$ cat src/rtl/core/zupt_axis_dead_reckoning_core_defines.svh
// Assertion macros shared by the dead-reckoning core modules.
`ifndef ZUPT_AXIS_DEAD_RECKONING_CORE_DEFINES_SVH
`define ZUPT_AXIS_DEAD_RECKONING_CORE_DEFINES_SVH

// Same-cycle implication, disabled while in reset.
`define ZUPT_ASSERT_IMP(name, clk, rstn, pre, post, msg) \
    name: assert property (@(posedge clk) disable iff (!rstn) (pre) |-> (post)) \
        else $error(msg);

// Next-cycle implication, disabled while in reset.
`define ZUPT_ASSERT_NEXT(name, clk, rstn, pre, post, msg) \
    name: assert property (@(posedge clk) disable iff (!rstn) (pre) |=> (post)) \
        else $error(msg);

`endif

$ cat src/rtl/core/zupt_pkg.sv
// Types, constants and codes shared by the dead-reckoning core.
package zupt_pkg;

    localparam int ACC_W      = 24;
    localparam int DIFF_W     = ACC_W + 1;
    localparam int VAL_W      = 32;
    localparam int SUM_W      = VAL_W + 2;
    localparam int DT_W       = 20;
    localparam int RUN_W      = 16;
    localparam int FACT_W     = 16;
    localparam int BAND_W     = 23;
    localparam int SNAP_W     = 31;
    localparam int CFG_DATA_W = 31;
    localparam int CFG_IDX_W  = 3;
    localparam int MAG_W      = 32;
    localparam int K_W        = 20;
    localparam int PROD_W     = MAG_W + K_W;
    localparam int TIME_SHIFT = 20;
    localparam int FACT_SHIFT = 16;

    localparam logic [PROD_W-1:0] HALF_TIME = PROD_W'(1) << (TIME_SHIFT - 1);
    localparam logic [PROD_W-1:0] HALF_FACT = PROD_W'(1) << (FACT_SHIFT - 1);

    localparam logic [RUN_W-1:0]        RUN_MAX = '1;
    localparam logic signed [ACC_W-1:0] ACC_MAX = {1'b0, {(ACC_W-1){1'b1}}};
    localparam logic signed [ACC_W-1:0] ACC_MIN = {1'b1, {(ACC_W-1){1'b0}}};
    localparam logic signed [VAL_W-1:0] VAL_MAX = {1'b0, {(VAL_W-1){1'b1}}};
    localparam logic signed [VAL_W-1:0] VAL_MIN = {1'b1, {(VAL_W-1){1'b0}}};

    localparam logic [BAND_W-1:0] RST_ACCEL_DEADBAND   = 23'd1966;
    localparam logic [BAND_W-1:0] RST_BIAS_TRACK_LIMIT = 23'd22938;
    localparam logic [SNAP_W-1:0] RST_VELOCITY_SNAP    = 31'd131;
    localparam logic [FACT_W-1:0] RST_BIAS_WEIGHT      = 16'd655;
    localparam logic [FACT_W-1:0] RST_VELOCITY_DECAY   = 16'd65470;
    localparam logic [RUN_W-1:0]  RST_HOLD_COUNT       = 16'd2;

    typedef enum logic [CFG_IDX_W-1:0] {
        CFG_ACCEL_DEADBAND   = 3'd0,
        CFG_BIAS_TRACK_LIMIT = 3'd1,
        CFG_VELOCITY_SNAP    = 3'd2,
        CFG_BIAS_WEIGHT      = 3'd3,
        CFG_VELOCITY_DECAY   = 3'd4,
        CFG_HOLD_COUNT       = 3'd5
    } cfg_index_t;

    typedef struct packed {
        logic [BAND_W-1:0] accel_deadband;
        logic [BAND_W-1:0] bias_track_limit;
        logic [SNAP_W-1:0] velocity_snap;
        logic [FACT_W-1:0] bias_weight;
        logic [FACT_W-1:0] velocity_decay;
        logic [RUN_W-1:0]  hold_count;
    } cfg_t;

    typedef struct packed {
        logic                    func;
        logic signed [ACC_W-1:0] accel_sample;
        logic [DT_W-1:0]         time_step;
        logic                    still;
    } in_item_t;

    typedef struct packed {
        logic signed [VAL_W-1:0] position;
        logic signed [VAL_W-1:0] velocity;
        logic signed [ACC_W-1:0] accel_used;
        logic signed [ACC_W-1:0] bias_now;
        logic                    held;
    } out_item_t;

    typedef enum logic [3:0] {
        ST_IDLE,
        ST_STEP,
        ST_DECIDE,
        ST_BIAS_MUL,
        ST_BIAS_ADD,
        ST_VEL_MUL,
        ST_VEL_ADD,
        ST_DECAY_MUL,
        ST_DECAY_SET,
        ST_POS_MUL,
        ST_POS_ADD,
        ST_OUT
    } state_t;

    typedef enum logic [3:0] {
        OP_NONE,
        OP_LOAD,
        OP_STEP,
        OP_DECIDE,
        OP_MUL_BIAS,
        OP_ADD_BIAS,
        OP_MUL_ACC,
        OP_ADD_VEL,
        OP_MUL_DECAY,
        OP_SET_VEL,
        OP_MUL_POS,
        OP_ADD_POS,
        OP_EMIT
    } dp_op_t;

    typedef struct packed {
        dp_op_t op;
        logic   mul_start;
    } dp_cmd_t;

    typedef struct packed {
        logic clear_item;
        logic hold;
        logic track;
        logic out_free;
    } dp_status_t;

endpackage

$ cat src/rtl/core/zupt_mul.sv
// Shared magnitude multiplier with round-to-nearest and a right shift of 20 or 16 bits, chosen by shift_time.
module zupt_mul (
    input  logic                        aclk,
    input  logic                        start,
    input  logic [zupt_pkg::MAG_W-1:0]  mag,
    input  logic [zupt_pkg::K_W-1:0]    k,
    input  logic                        shift_time,
    input  logic                        neg,
    output logic [zupt_pkg::MAG_W-1:0]  rmag,
    output logic                        rneg
);

    logic [zupt_pkg::PROD_W-1:0] prod;
    logic [zupt_pkg::PROD_W-1:0] sum;
    logic [zupt_pkg::MAG_W-1:0]  rnd;
    logic [zupt_pkg::MAG_W-1:0]  rmag_reg;
    logic                        rneg_reg;

    assign prod = {{zupt_pkg::K_W{1'b0}}, mag} * {{zupt_pkg::MAG_W{1'b0}}, k};
    assign sum  = prod + (shift_time ? zupt_pkg::HALF_TIME : zupt_pkg::HALF_FACT);

    // Rounded magnitude stays below 2^31 for every operand pair used here.
    assign rnd = shift_time
        ? sum[zupt_pkg::TIME_SHIFT +: zupt_pkg::MAG_W]
        : sum[zupt_pkg::FACT_SHIFT +: zupt_pkg::MAG_W];

    always_ff @(posedge aclk) begin
        if (start) begin
            rmag_reg <= rnd;
            rneg_reg <= neg;
        end
    end

    assign rmag = rmag_reg;
    assign rneg = rneg_reg;

endmodule

$ cat src/rtl/core/zupt_cfg.sv
// Configuration register file of the dead-reckoning core.
module zupt_cfg (
    input  logic                              aclk,
    input  logic                              aresetn,
    input  logic                              cfg_wr_en,
    input  logic [zupt_pkg::CFG_IDX_W-1:0]    cfg_wr_index,
    input  logic [zupt_pkg::CFG_DATA_W-1:0]   cfg_wr_data,
    output zupt_pkg::cfg_t                    cfg
);

    zupt_pkg::cfg_t cfg_reg;
    zupt_pkg::cfg_t cfg_next;

    always_comb begin
        cfg_next = cfg_reg;
        if (cfg_wr_en) begin
            unique case (zupt_pkg::cfg_index_t'(cfg_wr_index))
                zupt_pkg::CFG_ACCEL_DEADBAND: begin
                    cfg_next.accel_deadband = cfg_wr_data[zupt_pkg::BAND_W-1:0];
                end
                zupt_pkg::CFG_BIAS_TRACK_LIMIT: begin
                    cfg_next.bias_track_limit = cfg_wr_data[zupt_pkg::BAND_W-1:0];
                end
                zupt_pkg::CFG_VELOCITY_SNAP: begin
                    cfg_next.velocity_snap = cfg_wr_data[zupt_pkg::SNAP_W-1:0];
                end
                zupt_pkg::CFG_BIAS_WEIGHT: begin
                    cfg_next.bias_weight = cfg_wr_data[zupt_pkg::FACT_W-1:0];
                end
                zupt_pkg::CFG_VELOCITY_DECAY: begin
                    cfg_next.velocity_decay = cfg_wr_data[zupt_pkg::FACT_W-1:0];
                end
                zupt_pkg::CFG_HOLD_COUNT: begin
                    cfg_next.hold_count = cfg_wr_data[zupt_pkg::RUN_W-1:0];
                end
                default: begin
                    // drop writes to unused indexes
                end
            endcase
        end
    end

    always_ff @(posedge aclk) begin
        if (!aresetn) begin
            cfg_reg.accel_deadband   <= zupt_pkg::RST_ACCEL_DEADBAND;
            cfg_reg.bias_track_limit <= zupt_pkg::RST_BIAS_TRACK_LIMIT;
            cfg_reg.velocity_snap    <= zupt_pkg::RST_VELOCITY_SNAP;
            cfg_reg.bias_weight      <= zupt_pkg::RST_BIAS_WEIGHT;
            cfg_reg.velocity_decay   <= zupt_pkg::RST_VELOCITY_DECAY;
            cfg_reg.hold_count       <= zupt_pkg::RST_HOLD_COUNT;
        end else begin
            cfg_reg <= cfg_next;
        end
    end

    assign cfg = cfg_reg;

endmodule

$ cat src/rtl/core/zupt_ctrl.sv
// Sequencing state machine of the dead-reckoning core.
`include "zupt_axis_dead_reckoning_core_defines.svh"

module zupt_ctrl (
    input  logic                 aclk,
    input  logic                 aresetn,
    input  logic                 s_valid,
    output logic                 s_ready,
    input  zupt_pkg::dp_status_t status,
    output zupt_pkg::dp_cmd_t    cmd
);

    zupt_pkg::state_t state_reg;
    zupt_pkg::state_t state_next;

    always_comb begin
        state_next = state_reg;
        unique case (state_reg)
            zupt_pkg::ST_IDLE: begin
                if (s_valid) begin
                    state_next = zupt_pkg::ST_STEP;
                end
            end
            zupt_pkg::ST_STEP: begin
                state_next = status.clear_item ? zupt_pkg::ST_OUT : zupt_pkg::ST_DECIDE;
            end
            zupt_pkg::ST_DECIDE: begin
                if (!status.hold) begin
                    state_next = zupt_pkg::ST_VEL_MUL;
                end else if (status.track) begin
                    state_next = zupt_pkg::ST_BIAS_MUL;
                end else begin
                    state_next = zupt_pkg::ST_OUT;
                end
            end
            zupt_pkg::ST_BIAS_MUL:  state_next = zupt_pkg::ST_BIAS_ADD;
            zupt_pkg::ST_BIAS_ADD:  state_next = zupt_pkg::ST_OUT;
            zupt_pkg::ST_VEL_MUL:   state_next = zupt_pkg::ST_VEL_ADD;
            zupt_pkg::ST_VEL_ADD:   state_next = zupt_pkg::ST_DECAY_MUL;
            zupt_pkg::ST_DECAY_MUL: state_next = zupt_pkg::ST_DECAY_SET;
            zupt_pkg::ST_DECAY_SET: state_next = zupt_pkg::ST_POS_MUL;
            zupt_pkg::ST_POS_MUL:   state_next = zupt_pkg::ST_POS_ADD;
            zupt_pkg::ST_POS_ADD:   state_next = zupt_pkg::ST_OUT;
            zupt_pkg::ST_OUT: begin
                if (status.out_free) begin
                    state_next = zupt_pkg::ST_IDLE;
                end
            end
            default: state_next = zupt_pkg::ST_IDLE;
        endcase
    end

    always_comb begin
        s_ready       = 1'b0;
        cmd.op        = zupt_pkg::OP_NONE;
        cmd.mul_start = 1'b0;
        unique case (state_reg)
            zupt_pkg::ST_IDLE: begin
                s_ready = 1'b1;
                if (s_valid) begin
                    cmd.op = zupt_pkg::OP_LOAD;
                end
            end
            zupt_pkg::ST_STEP:      cmd.op = zupt_pkg::OP_STEP;
            zupt_pkg::ST_DECIDE:    cmd.op = zupt_pkg::OP_DECIDE;
            zupt_pkg::ST_BIAS_MUL: begin
                cmd.op        = zupt_pkg::OP_MUL_BIAS;
                cmd.mul_start = 1'b1;
            end
            zupt_pkg::ST_BIAS_ADD:  cmd.op = zupt_pkg::OP_ADD_BIAS;
            zupt_pkg::ST_VEL_MUL: begin
                cmd.op        = zupt_pkg::OP_MUL_ACC;
                cmd.mul_start = 1'b1;
            end
            zupt_pkg::ST_VEL_ADD:   cmd.op = zupt_pkg::OP_ADD_VEL;
            zupt_pkg::ST_DECAY_MUL: begin
                cmd.op        = zupt_pkg::OP_MUL_DECAY;
                cmd.mul_start = 1'b1;
            end
            zupt_pkg::ST_DECAY_SET: cmd.op = zupt_pkg::OP_SET_VEL;
            zupt_pkg::ST_POS_MUL: begin
                cmd.op        = zupt_pkg::OP_MUL_POS;
                cmd.mul_start = 1'b1;
            end
            zupt_pkg::ST_POS_ADD:   cmd.op = zupt_pkg::OP_ADD_POS;
            zupt_pkg::ST_OUT: begin
                // hold the result until the output register frees up
                if (status.out_free) begin
                    cmd.op = zupt_pkg::OP_EMIT;
                end
            end
            default: cmd.op = zupt_pkg::OP_NONE;
        endcase
    end

    always_ff @(posedge aclk) begin
        if (!aresetn) begin
            state_reg <= zupt_pkg::ST_IDLE;
        end else begin
            state_reg <= state_next;
        end
    end

    `ZUPT_ASSERT_NEXT(a_accept_starts, aclk, aresetn, s_valid && s_ready, state_reg == zupt_pkg::ST_STEP, "accepted request did not start a step")
    `ZUPT_ASSERT_NEXT(a_emit_returns, aclk, aresetn, cmd.op == zupt_pkg::OP_EMIT, state_reg == zupt_pkg::ST_IDLE, "emit did not return to idle")

endmodule

$ cat src/rtl/core/zupt_dp.sv
// Datapath of the dead-reckoning core: state, multiplier, adders, output register.
`include "zupt_axis_dead_reckoning_core_defines.svh"

module zupt_dp (
    input  logic                  aclk,
    input  logic                  aresetn,
    input  zupt_pkg::cfg_t        cfg,
    input  zupt_pkg::dp_cmd_t     cmd,
    output zupt_pkg::dp_status_t  status,
    input  zupt_pkg::in_item_t    s_data,
    output logic                  m_valid,
    input  logic                  m_ready,
    output zupt_pkg::out_item_t   m_data
);

    logic                                 func_reg;
    logic signed [zupt_pkg::ACC_W-1:0]    sample_reg;
    logic [zupt_pkg::DT_W-1:0]            dt_reg;
    logic                                 still_reg;
    logic signed [zupt_pkg::DIFF_W-1:0]   diff_reg;
    logic signed [zupt_pkg::DIFF_W-1:0]   diff_next;

    logic [zupt_pkg::RUN_W-1:0]           run_reg;
    logic [zupt_pkg::RUN_W-1:0]           run_next;
    logic signed [zupt_pkg::VAL_W-1:0]    pos_reg;
    logic signed [zupt_pkg::VAL_W-1:0]    pos_next;
    logic signed [zupt_pkg::VAL_W-1:0]    vel_reg;
    logic signed [zupt_pkg::VAL_W-1:0]    vel_next;
    logic signed [zupt_pkg::ACC_W-1:0]    bias_reg;
    logic signed [zupt_pkg::ACC_W-1:0]    bias_next;
    logic signed [zupt_pkg::ACC_W-1:0]    accel_reg;
    logic signed [zupt_pkg::ACC_W-1:0]    accel_next;
    logic                                 held_reg;
    logic                                 held_next;
    logic                                 m_valid_reg;
    logic                                 m_valid_next;
    zupt_pkg::out_item_t                  m_data_reg;

    logic [zupt_pkg::DIFF_W-1:0]          diff_mag;
    logic signed [zupt_pkg::ACC_W-1:0]    acc_sat;
    logic [zupt_pkg::ACC_W-1:0]           acc_sat_mag;
    logic signed [zupt_pkg::ACC_W-1:0]    acc_db;
    logic [zupt_pkg::ACC_W-1:0]           accel_mag;
    logic [zupt_pkg::VAL_W-1:0]           vel_mag;
    logic                                 snap;

    logic [zupt_pkg::MAG_W-1:0]           mul_mag;
    logic [zupt_pkg::K_W-1:0]             mul_k;
    logic                                 mul_shift_time;
    logic                                 mul_neg;
    logic [zupt_pkg::MAG_W-1:0]           mul_rmag;
    logic                                 mul_rneg;

    function automatic logic signed [zupt_pkg::VAL_W-1:0] sat_addsub(
        input logic signed [zupt_pkg::VAL_W-1:0] a,
        input logic [zupt_pkg::MAG_W-1:0]        m,
        input logic                              sub
    );
        logic signed [zupt_pkg::SUM_W-1:0] s;
        logic signed [zupt_pkg::SUM_W-1:0] a_ext;
        logic signed [zupt_pkg::SUM_W-1:0] m_ext;
        a_ext = {{(zupt_pkg::SUM_W-zupt_pkg::VAL_W){a[zupt_pkg::VAL_W-1]}}, a};
        m_ext = {{(zupt_pkg::SUM_W-zupt_pkg::MAG_W){1'b0}}, m};
        s     = sub ? (a_ext - m_ext) : (a_ext + m_ext);
        if (s > zupt_pkg::SUM_W'(zupt_pkg::VAL_MAX)) begin
            return zupt_pkg::VAL_MAX;
        end else if (s < zupt_pkg::SUM_W'(zupt_pkg::VAL_MIN)) begin
            return zupt_pkg::VAL_MIN;
        end
        return s[zupt_pkg::VAL_W-1:0];
    endfunction

    // magnitudes and the saturated, deadbanded debiased sample
    assign diff_mag = diff_reg[zupt_pkg::DIFF_W-1]
        ? zupt_pkg::DIFF_W'(-diff_reg) : zupt_pkg::DIFF_W'(diff_reg);

    always_comb begin
        if (diff_reg[zupt_pkg::DIFF_W-1] != diff_reg[zupt_pkg::ACC_W-1]) begin
            acc_sat = diff_reg[zupt_pkg::DIFF_W-1] ? zupt_pkg::ACC_MIN : zupt_pkg::ACC_MAX;
        end else begin
            acc_sat = diff_reg[zupt_pkg::ACC_W-1:0];
        end
    end

    assign acc_sat_mag = acc_sat[zupt_pkg::ACC_W-1]
        ? zupt_pkg::ACC_W'(-acc_sat) : zupt_pkg::ACC_W'(acc_sat);
    assign acc_db = (acc_sat_mag < {1'b0, cfg.accel_deadband}) ? '0 : acc_sat;

    assign accel_mag = accel_reg[zupt_pkg::ACC_W-1]
        ? zupt_pkg::ACC_W'(-accel_reg) : zupt_pkg::ACC_W'(accel_reg);
    assign vel_mag = vel_reg[zupt_pkg::VAL_W-1]
        ? zupt_pkg::VAL_W'(-vel_reg) : zupt_pkg::VAL_W'(vel_reg);

    assign snap = (mul_rmag < {1'b0, cfg.velocity_snap})
        && (accel_mag < {1'b0, cfg.accel_deadband});

    assign status.clear_item = func_reg;
    assign status.hold       = run_reg >= cfg.hold_count;
    assign status.track      = still_reg
        && (diff_mag < {{(zupt_pkg::DIFF_W-zupt_pkg::BAND_W){1'b0}}, cfg.bias_track_limit});
    assign status.out_free   = !m_valid_reg || m_ready;

    // operand select for the shared multiplier
    always_comb begin
        mul_mag        = {{(zupt_pkg::MAG_W-zupt_pkg::DIFF_W){1'b0}}, diff_mag};
        mul_k          = {{(zupt_pkg::K_W-zupt_pkg::FACT_W){1'b0}}, cfg.bias_weight};
        mul_shift_time = 1'b0;
        mul_neg        = diff_reg[zupt_pkg::DIFF_W-1];
        unique case (cmd.op)
            zupt_pkg::OP_MUL_ACC: begin
                mul_mag        = {{(zupt_pkg::MAG_W-zupt_pkg::ACC_W){1'b0}}, accel_mag};
                mul_k          = dt_reg;
                mul_shift_time = 1'b1;
                mul_neg        = accel_reg[zupt_pkg::ACC_W-1];
            end
            zupt_pkg::OP_MUL_DECAY: begin
                mul_mag = vel_mag;
                mul_k   = {{(zupt_pkg::K_W-zupt_pkg::FACT_W){1'b0}}, cfg.velocity_decay};
                mul_neg = vel_reg[zupt_pkg::VAL_W-1];
            end
            zupt_pkg::OP_MUL_POS: begin
                mul_mag        = vel_mag;
                mul_k          = dt_reg;
                mul_shift_time = 1'b1;
                mul_neg        = vel_reg[zupt_pkg::VAL_W-1];
            end
            default: begin
                // bias operands
            end
        endcase
    end

    zupt_mul u_mul (
        .aclk       (aclk),
        .start      (cmd.mul_start),
        .mag        (mul_mag),
        .k          (mul_k),
        .shift_time (mul_shift_time),
        .neg        (mul_neg),
        .rmag       (mul_rmag),
        .rneg       (mul_rneg)
    );

    always_comb begin
        run_next     = run_reg;
        pos_next     = pos_reg;
        vel_next     = vel_reg;
        bias_next    = bias_reg;
        accel_next   = accel_reg;
        held_next    = held_reg;
        diff_next    = {sample_reg[zupt_pkg::ACC_W-1], sample_reg}
                     - {bias_reg[zupt_pkg::ACC_W-1], bias_reg};
        m_valid_next = m_valid_reg && !m_ready;
        unique case (cmd.op)
            zupt_pkg::OP_STEP: begin
                held_next = 1'b0;
                if (func_reg) begin
                    run_next   = '0;
                    pos_next   = '0;
                    vel_next   = '0;
                    bias_next  = '0;
                    accel_next = '0;
                end else if (still_reg) begin
                    // saturate the stationary run
                    if (run_reg != zupt_pkg::RUN_MAX) begin
                        run_next = run_reg + 1'b1;
                    end
                end else begin
                    run_next = '0;
                end
            end
            zupt_pkg::OP_DECIDE: begin
                if (status.hold) begin
                    held_next  = 1'b1;
                    vel_next   = '0;
                    accel_next = '0;
                end else begin
                    accel_next = acc_db;
                end
            end
            zupt_pkg::OP_ADD_BIAS: begin
                // step stays within the sample-bias gap, so 24 bits suffice
                bias_next = mul_rneg
                    ? bias_reg - $signed(mul_rmag[zupt_pkg::ACC_W-1:0])
                    : bias_reg + $signed(mul_rmag[zupt_pkg::ACC_W-1:0]);
            end
            zupt_pkg::OP_ADD_VEL: begin
                vel_next = sat_addsub(vel_reg, mul_rmag, mul_rneg);
            end
            zupt_pkg::OP_SET_VEL: begin
                if (snap) begin
                    vel_next = '0;
                end else begin
                    vel_next = mul_rneg ? $signed(zupt_pkg::VAL_W'(0) - mul_rmag)
                                        : $signed(mul_rmag);
                end
            end
            zupt_pkg::OP_ADD_POS: begin
                pos_next = sat_addsub(pos_reg, mul_rmag, mul_rneg);
            end
            zupt_pkg::OP_EMIT: begin
                m_valid_next = 1'b1;
            end
            default: begin
                // no state change
            end
        endcase
    end

    always_ff @(posedge aclk) begin
        if (!aresetn) begin
            run_reg     <= '0;
            pos_reg     <= '0;
            vel_reg     <= '0;
            bias_reg    <= '0;
            accel_reg   <= '0;
            held_reg    <= 1'b0;
            m_valid_reg <= 1'b0;
        end else begin
            run_reg     <= run_next;
            pos_reg     <= pos_next;
            vel_reg     <= vel_next;
            bias_reg    <= bias_next;
            accel_reg   <= accel_next;
            held_reg    <= held_next;
            m_valid_reg <= m_valid_next;
        end
    end

    always_ff @(posedge aclk) begin
        if (cmd.op == zupt_pkg::OP_LOAD) begin
            func_reg   <= s_data.func;
            sample_reg <= s_data.accel_sample;
            dt_reg     <= s_data.time_step;
            still_reg  <= s_data.still;
        end
        if (cmd.op == zupt_pkg::OP_STEP) begin
            diff_reg <= diff_next;
        end
        if (cmd.op == zupt_pkg::OP_EMIT) begin
            m_data_reg.position   <= pos_reg;
            m_data_reg.velocity   <= vel_reg;
            m_data_reg.accel_used <= accel_reg;
            m_data_reg.bias_now   <= bias_reg;
            m_data_reg.held       <= held_reg;
        end
    end

    assign m_valid = m_valid_reg;
    assign m_data  = m_data_reg;

    `ZUPT_ASSERT_NEXT(a_held_no_motion, aclk, aresetn, (cmd.op == zupt_pkg::OP_EMIT) && held_reg, (m_data.velocity == '0) && (m_data.accel_used == '0), "held result carries motion")
    `ZUPT_ASSERT_NEXT(a_run_saturates, aclk, aresetn, (cmd.op == zupt_pkg::OP_STEP) && !func_reg && still_reg && (run_reg == zupt_pkg::RUN_MAX), run_reg == zupt_pkg::RUN_MAX, "stationary run wrapped")
    `ZUPT_ASSERT_IMP(a_term_range, aclk, aresetn, (cmd.op == zupt_pkg::OP_ADD_VEL) || (cmd.op == zupt_pkg::OP_ADD_POS) || (cmd.op == zupt_pkg::OP_SET_VEL), !mul_rmag[zupt_pkg::MAG_W-1], "rounded product out of range")

endmodule

$ cat src/rtl/core/zupt_axis_dead_reckoning_core.sv
// Top level of the one-axis dead-reckoning core with zero-velocity update.
//
//   port group     dir   handshake           payload
//   s_*            in    s_valid / s_ready   s_data  (zupt_pkg::in_item_t)
//   m_*            out   m_valid / m_ready   m_data  (zupt_pkg::out_item_t)
//   cfg_*          in    cfg_wr_en           cfg_wr_index, cfg_wr_data
//
// One request at a time, paced by the shared multiplier. A moving sample goes
// through step, decide, vel mul/add, decay mul/set, pos mul/add and out; a held
// sample through step, decide, bias mul/add if tracking, out; a clear request step, out.
// The result sits in an output register, so a stalled m_ready only delays the
// next request when its own result is ready to be written.
// aresetn is synchronous and active low; it zeroes the state and loads the
// register defaults. No clearing pass is needed after reset.
module zupt_axis_dead_reckoning_core (
    input  logic                             aclk,
    input  logic                             aresetn,
    input  logic                             cfg_wr_en,
    input  logic [zupt_pkg::CFG_IDX_W-1:0]   cfg_wr_index,
    input  logic [zupt_pkg::CFG_DATA_W-1:0]  cfg_wr_data,
    input  logic                             s_valid,
    output logic                             s_ready,
    input  zupt_pkg::in_item_t               s_data,
    output logic                             m_valid,
    input  logic                             m_ready,
    output zupt_pkg::out_item_t              m_data
);

    zupt_pkg::cfg_t       cfg;
    zupt_pkg::dp_cmd_t    cmd;
    zupt_pkg::dp_status_t status;

    zupt_cfg u_cfg (
        .aclk         (aclk),
        .aresetn      (aresetn),
        .cfg_wr_en    (cfg_wr_en),
        .cfg_wr_index (cfg_wr_index),
        .cfg_wr_data  (cfg_wr_data),
        .cfg          (cfg)
    );

    zupt_ctrl u_ctrl (
        .aclk    (aclk),
        .aresetn (aresetn),
        .s_valid (s_valid),
        .s_ready (s_ready),
        .status  (status),
        .cmd     (cmd)
    );

    zupt_dp u_dp (
        .aclk    (aclk),
        .aresetn (aresetn),
        .cfg     (cfg),
        .cmd     (cmd),
        .status  (status),
        .s_data  (s_data),
        .m_valid (m_valid),
        .m_ready (m_ready),
        .m_data  (m_data)
    );

endmodule
$ cat config.mk
export PLATFORM = sky130hd
export DESIGN_NAME = zupt_axis_dead_reckoning_core
export DESIGN_NICKNAME = d
export VERILOG_FILES = /design/src/rtl/core/zupt_pkg.sv /design/src/rtl/core/zupt_mul.sv /design/src/rtl/core/zupt_cfg.sv /design/src/rtl/core/zupt_ctrl.sv /design/src/rtl/core/zupt_dp.sv /design/src/rtl/core/zupt_axis_dead_reckoning_core.sv
export VERILOG_INCLUDE_DIRS = /design/src /design/src/rtl/core
export SDC_FILE = /design/constraint.sdc
export NUM_CORES = 2
export LEC_CHECK = 0
export BUFFER_PORTS_ARGS = -buffer_cell sky130_fd_sc_hd__buf_2
export CORE_MARGIN = 2
export CORE_UTILIZATION = 30
export CTS_BUF_LIST = sky130_fd_sc_hd__clkbuf_2 sky130_fd_sc_hd__clkbuf_4 sky130_fd_sc_hd__clkbuf_8
export CTS_CLUSTER_SIZE = 40
export DETAILED_ROUTE_END_ITERATION = 16
export GPL_TIMING_DRIVEN = 0
export PLACE_DENSITY = 0.44
export SLEW_MARGIN = 20
export SYNTH_ARGS = -nofsm -noshare
export SYNTH_HDL_FRONTEND = slang
export SYNTH_HIERARCHICAL = 1
export SYNTH_SLANG_ARGS = --single-unit
export TNS_END_PERCENT = 20
$ cat constraint.sdc
create_clock -name aclk -period 11.12 [get_ports aclk]
set_input_delay 2.224 -clock aclk [delete_from_list [all_inputs] [get_ports aclk]]
set_output_delay 2.224 -clock aclk [all_outputs]
set_load 0.05 [all_outputs]
Word-level counts from Yosys, hierarchy flattened
Cells that the tools add are included.
{ "op_classes": {"n_reduce_logical": 29, "n_addsub": 14, "order_cmp": 9, "n_eq_ne": 34, "multipliers": 1, "mux": 55} }
{ "op_table": {"columns": ["op", "n"], "rows": [
  ["$mux 32", 12],
  ["$mux 24", 8],
  ["$pmux 32 s2", 2],
  ["$pmux 32 s4", 1],
  ["$pmux 24 s2", 2],
  ["$add 32x33->34", 2],
  ["$gt 34x32->1 const B", 2],
  ["$lt 34x32->1 const B", 2],
  ["$mux 34", 2],
  ["$sub 32x33->34", 2],
  ["$add 52x20->52", 1],
  ["$mul 32x20->52", 1],
  ["$lt 24x23->1", 2],
  ["$mux 16", 3],
  ["$neg 24->24", 2],
  ["$pmux 4 s12", 1],
  ["$pmux 4 s11", 1],
  ["$pmux 20 s2", 1],
  ["$eq 4x4->1 const B", 9],
  ["$lt 32x31->1", 1],
  ["$neg 32->32", 1],
  ["$sub 1x32->32 const A", 1],
  ["$eq 4x3->1 const B", 7],
  ["$lt 25x23->1", 1],
  ["other kinds (32)", 75]
]} }
{ "totals": {"reg_bits": 476, "in_bits": 85, "out_inout_bits": 115} }

Logic depth before layout (Yosys ltp)
{ "logic_depth": {"ltp_word": 10, "ltp_mapped": 38, "depth_no_buf": 34} }

By module
Netlist, hierarchy kept.
{ "modules_own_cells": {"columns": ["mod", "area_per_inst_um2", "n_inst", "cells_each"], "rows": [
  ["zupt_dp", 23298.6, 1, 2619],
  ["zupt_mul", 22444.0, 1, 2521],
  ["zupt_cfg", 4865.9, 1, 465],
  ["zupt_ctrl", 392.9, 1, 51]
]} }

Least setup slack after synthesis
OpenSTA, ideal clock, no wires.
{ "synth_timing": {"kind": "in2reg", "start": "in m_ready", "end": "reg u_dp.m_data_reg (netlist bit u_dp/m_data[0]) (enable)", "required_ns": 10.394, "path_stages": 7, "n_path_buf": 1, "setup_slack_ns": -0.241, "t_arrival_ns": 10.636, "cell_sequence": "nand2b_1 nand2b_1 nand2_1 o22ai_1 clkbuf_1 nand2_1 nor3_1"} }
{ "synth_rtl": {"columns": ["element", "line", "rtl"], "rows": [
  ["start, declared", "zupt_axis_dead_reckoning_core.sv:25", "input logic m_ready,"],
  ["end, declared", "zupt_dp.sv:37", "zupt_pkg::out_item_t m_data_reg;"]
]} }

==> reports/qor.csv <==
stage,metric,value,unit
worst_setup_path,cp_slowest_cell,fa_1,
clocking,cts-root-buf,clkbuf_8,
worst_setup_path,slowest_delay,0.56,ns
worst_setup_path,crit_path_start_kind,input pin,
synthesis,synth_seq_cells,476,
final_layout,regArea,11700,sq um
routing,drtIter0Drc,2690,
clocking,clock_latency,0.76,ns
timing,worst_slew_pin_slew,1.21,ns
synthesis,yosysUniqueCellTypes,106,
routing,wirelength,196000,microns
worst_setup_path,ff2ff_path_depth,34,
timing,maxSlewHeadroom,18.3,%
timing,hold_viol,0,
timing,finalCritPeriodShare,97.6,%
routing,ant_nets,0,
clocking,clk_pin_slew_worst_paths,0.06,ns
worst_setup_path,arrival,11.36,ns
global_route,grt_max_degree,33,
worst_setup_path,critical_path_buf_inv_count,7,
global_route,grt-ovfl-total,0,
final_layout,final_cell_mix,"inv_1 (827), nand2_1 (682), fa_1 (542)",
final_layout,multiInputGateArea,35400,sq um
synthesis,postSynthAreaPerCell,9.02,sq um
floorplan,core-area,169000,sq um
floorplan,die_h,416,microns
floorplan,start_util,30.2,%
global_route,antenna_found_initial,9,
worst_setup_path,worstPathRequired,11.63,ns
floorplan,io_pins,200,
synthesis,synth_top_area_cell,fa_1,
final_layout,num-fill-cells,17700,
routing,wire_per_inst,23.7,microns
hold_path,hold-path-endpoint,u_cfg/cfg[118]$_SDFFE_PN0P_,
synthesis,synthTopCellsByArea,"fa_1 (21%), edfxtp_1 (13%), dfxtp_1 (10%)",
worst_setup_path,critPathMaxFanout,10,
final_layout,final_common_cell,inv_1,
clocking,clk_path_buf_depth,3,
clocking,tritoncts,done,
placed_design,dp_cells,8087,
synthesis,synthArstFlopShare,0,%
floorplan,die_w,416,microns
final_layout,area_growth,13.3,%
synthesis,ys.flop_type,dfxtp_1,
worst_setup_path,r2r-start,u_dp/diff_reg[3]$_DFFE_PP_,
synthesis,ys_seq_area_share,22.9,%
final_layout,final_cells,8260,
global_route,grt_pass1_vias,41800,
synthesis,synth-edff-count,217,
worst_setup_path,r2r-end,u_dp/u_mul/rmag[21]$_DFFE_PP_,
synthesis,synthDominantCellAreaShare,21.3,%
hold_path,min_from,u_cfg/cfg[118]$_SDFFE_PN0P_,
routing,vias_per_cell,4.97,
clocking,hold_buffers,0,
clocking,htreeDepth,3,
hold_path,worst_hold_path.num_cells,2,
routing,drc,0,
routing,drtPass1Iterations,5,
timing,max_freq,92.1,MHz
routing,vias,41100,
timing,rsz0062_at_grt,yes,
outcome,outcome,"complete, no violations",
worst_setup_path,cp_top_family,adder cells,
timing,setup_violations,0,
placed_design,io_buffers,197,
synthesis,syn_area,51000,sq um
final_layout,drive_above_1_share,12.3,%
timing,fin_skew,0.0522,ns
clocking,cts-buffers-inserted,90,
synthesis,syn_nets,6692,
run,max_cap_violations,0,
global_route,track_usage,22.3,%
worst_setup_path,end_kind,register,
final_layout,nets,7002,
timing,fin_crit,10.86,ns
timing,drv_slew,0,
placed_design,hpwl,159000,microns
global_route,grt_pass1_wl,284000,microns
placed_design,gp_congestion,0.912,
worst_setup_path,crit_top_cell,fa_1,
clocking,cts_num_sinks,476,
hold_path,hold_class,reg -> reg,
synthesis,yosys_warnings,6,
worst_setup_path,rrSetupSlack,0.35,ns
floorplan,design.die.area,173000,sq um
synthesis,syn_inst,5656,
final_layout,largest_reg_flops,125,
floorplan,rows,151,
worst_setup_path,worstSetupPathType,in -> reg,
==> cell usage after synthesis (all sizes together), types with 12 or more instances <==
library cell / number
inv: 828
nand2: 697
fa: 542
ha: 409
and2: 358
dfxtp: 259
nor2: 239
clkbuf: 228
o21ai: 225
edfxtp: 217
a21oi: 215
xnor2: 187
mux2i: 136
xor2: 114
a21o: 99
nor2b: 95
buf: 59
nand2b: 55
nand3: 55
nor3: 54
a22oi: 53
o211ai: 39
nand4: 37
o31ai: 37
or3: 36
o21bai: 34
a31oi: 31
o21a: 27
a211oi: 21
o221ai: 21
nor4: 20
or2: 19
o41ai: 17
a21boi: 13
or4: 13
and4: 12
o22ai: 12
==> final cells by class <==
class | instances | area share, %
diodes | 3 | 0.0130
repair buffers | 222 | 2.16
multi-input cells | 4063 | 61.2
clock inverters | 34 | 0.645
flip-flops and latches | 476 | 20.2
well taps | 2218 | 4.80
inverters | 830 | 5.39
clock buffers | 131 | 2.78
plain buffers | 283 | 2.71
==> worst max-delay path by stage <==
stage	slack, ns	startpoint	end	depth (start not counted)
6_report	0.26	m_ready	u_dp/u_mul/rmag[29]$_DFFE_PP_	34
5_1_grt	-0.02	m_ready	u_dp/u_mul/rmag[30]$_DFFE_PP_	36
4_1_cts	0.007	m_ready	u_dp/u_mul/rmag[22]$_DFFE_PP_	36
3_5_place_dp	-2.54	m_ready	u_dp/u_mul/rmag[17]$_DFFE_PP_	35
3_3_place_gp	-2.82	m_ready	u_dp/u_mul/rmag[17]$_DFFE_PP_	34
2_1_floorplan	0.51	m_ready	u_dp/u_mul/rmag[28]$_DFFE_PP_	32
==> layer usage <==
metal / wire [microns] / track usage (%) / vias up
met3: 10100 / 2.74 / 208
met4: 6110 / 6.67 / 4
met2: 90800 / 36.8 / 1166
met5: 32 / 0 / -
li1: - / - / 19200
met1: 88500 / 30.3 / 20500
==> logic make-up after synthesis <==
group	share of synthesized area, %
buffers and inverters	8.60
adders and majority gates	31.4
AOI/OAI and AO/OA	12.3
and+or+nand+nor	16.8
muxes	2.82
DFF	22.9
xor gates and xnor gates	5.23
==> worst min-delay path: stages, from the launching register on <==
cell and delay, ns:
dfxtp_1 0.30, nand2_1 0.05, mux2i_1 0.05
==> per-stage QoR <==
step / util (%) / setup WS, ns / hold slack [ns] / cell area (sq um) / TNS (ns)
after floorplan: - / 0.513 / 0.406 / 51000 / 0
after global placement: 32.4 / -2.82 / 0.444 / 54800 / -79.37
after detailed placement: 32.5 / -2.54 / 0.447 / 55000 / -66.61
after CTS: 34.0 / 0.00693 / 0.458 / 57400 / 0
after global routing: 34.2 / -0.0167 / 0.468 / 57800 / -0.0322
final: 34.2 / 0.263 / 0.457 / 57800 / 0
==> timing repair <==
action | CTS | global route
setup endpoints to repair | 32 | 28
resized for setup | 205 | 188
pin swaps | 3 | 15
gates cloned | 0 | 0
hold endpoints to repair | 0 | 0
buffers inserted | 1 | 8
Power is left out: the tool's default activity adds up to more than one toggle a clock period on the data nets, which glitch-free logic cannot reach.
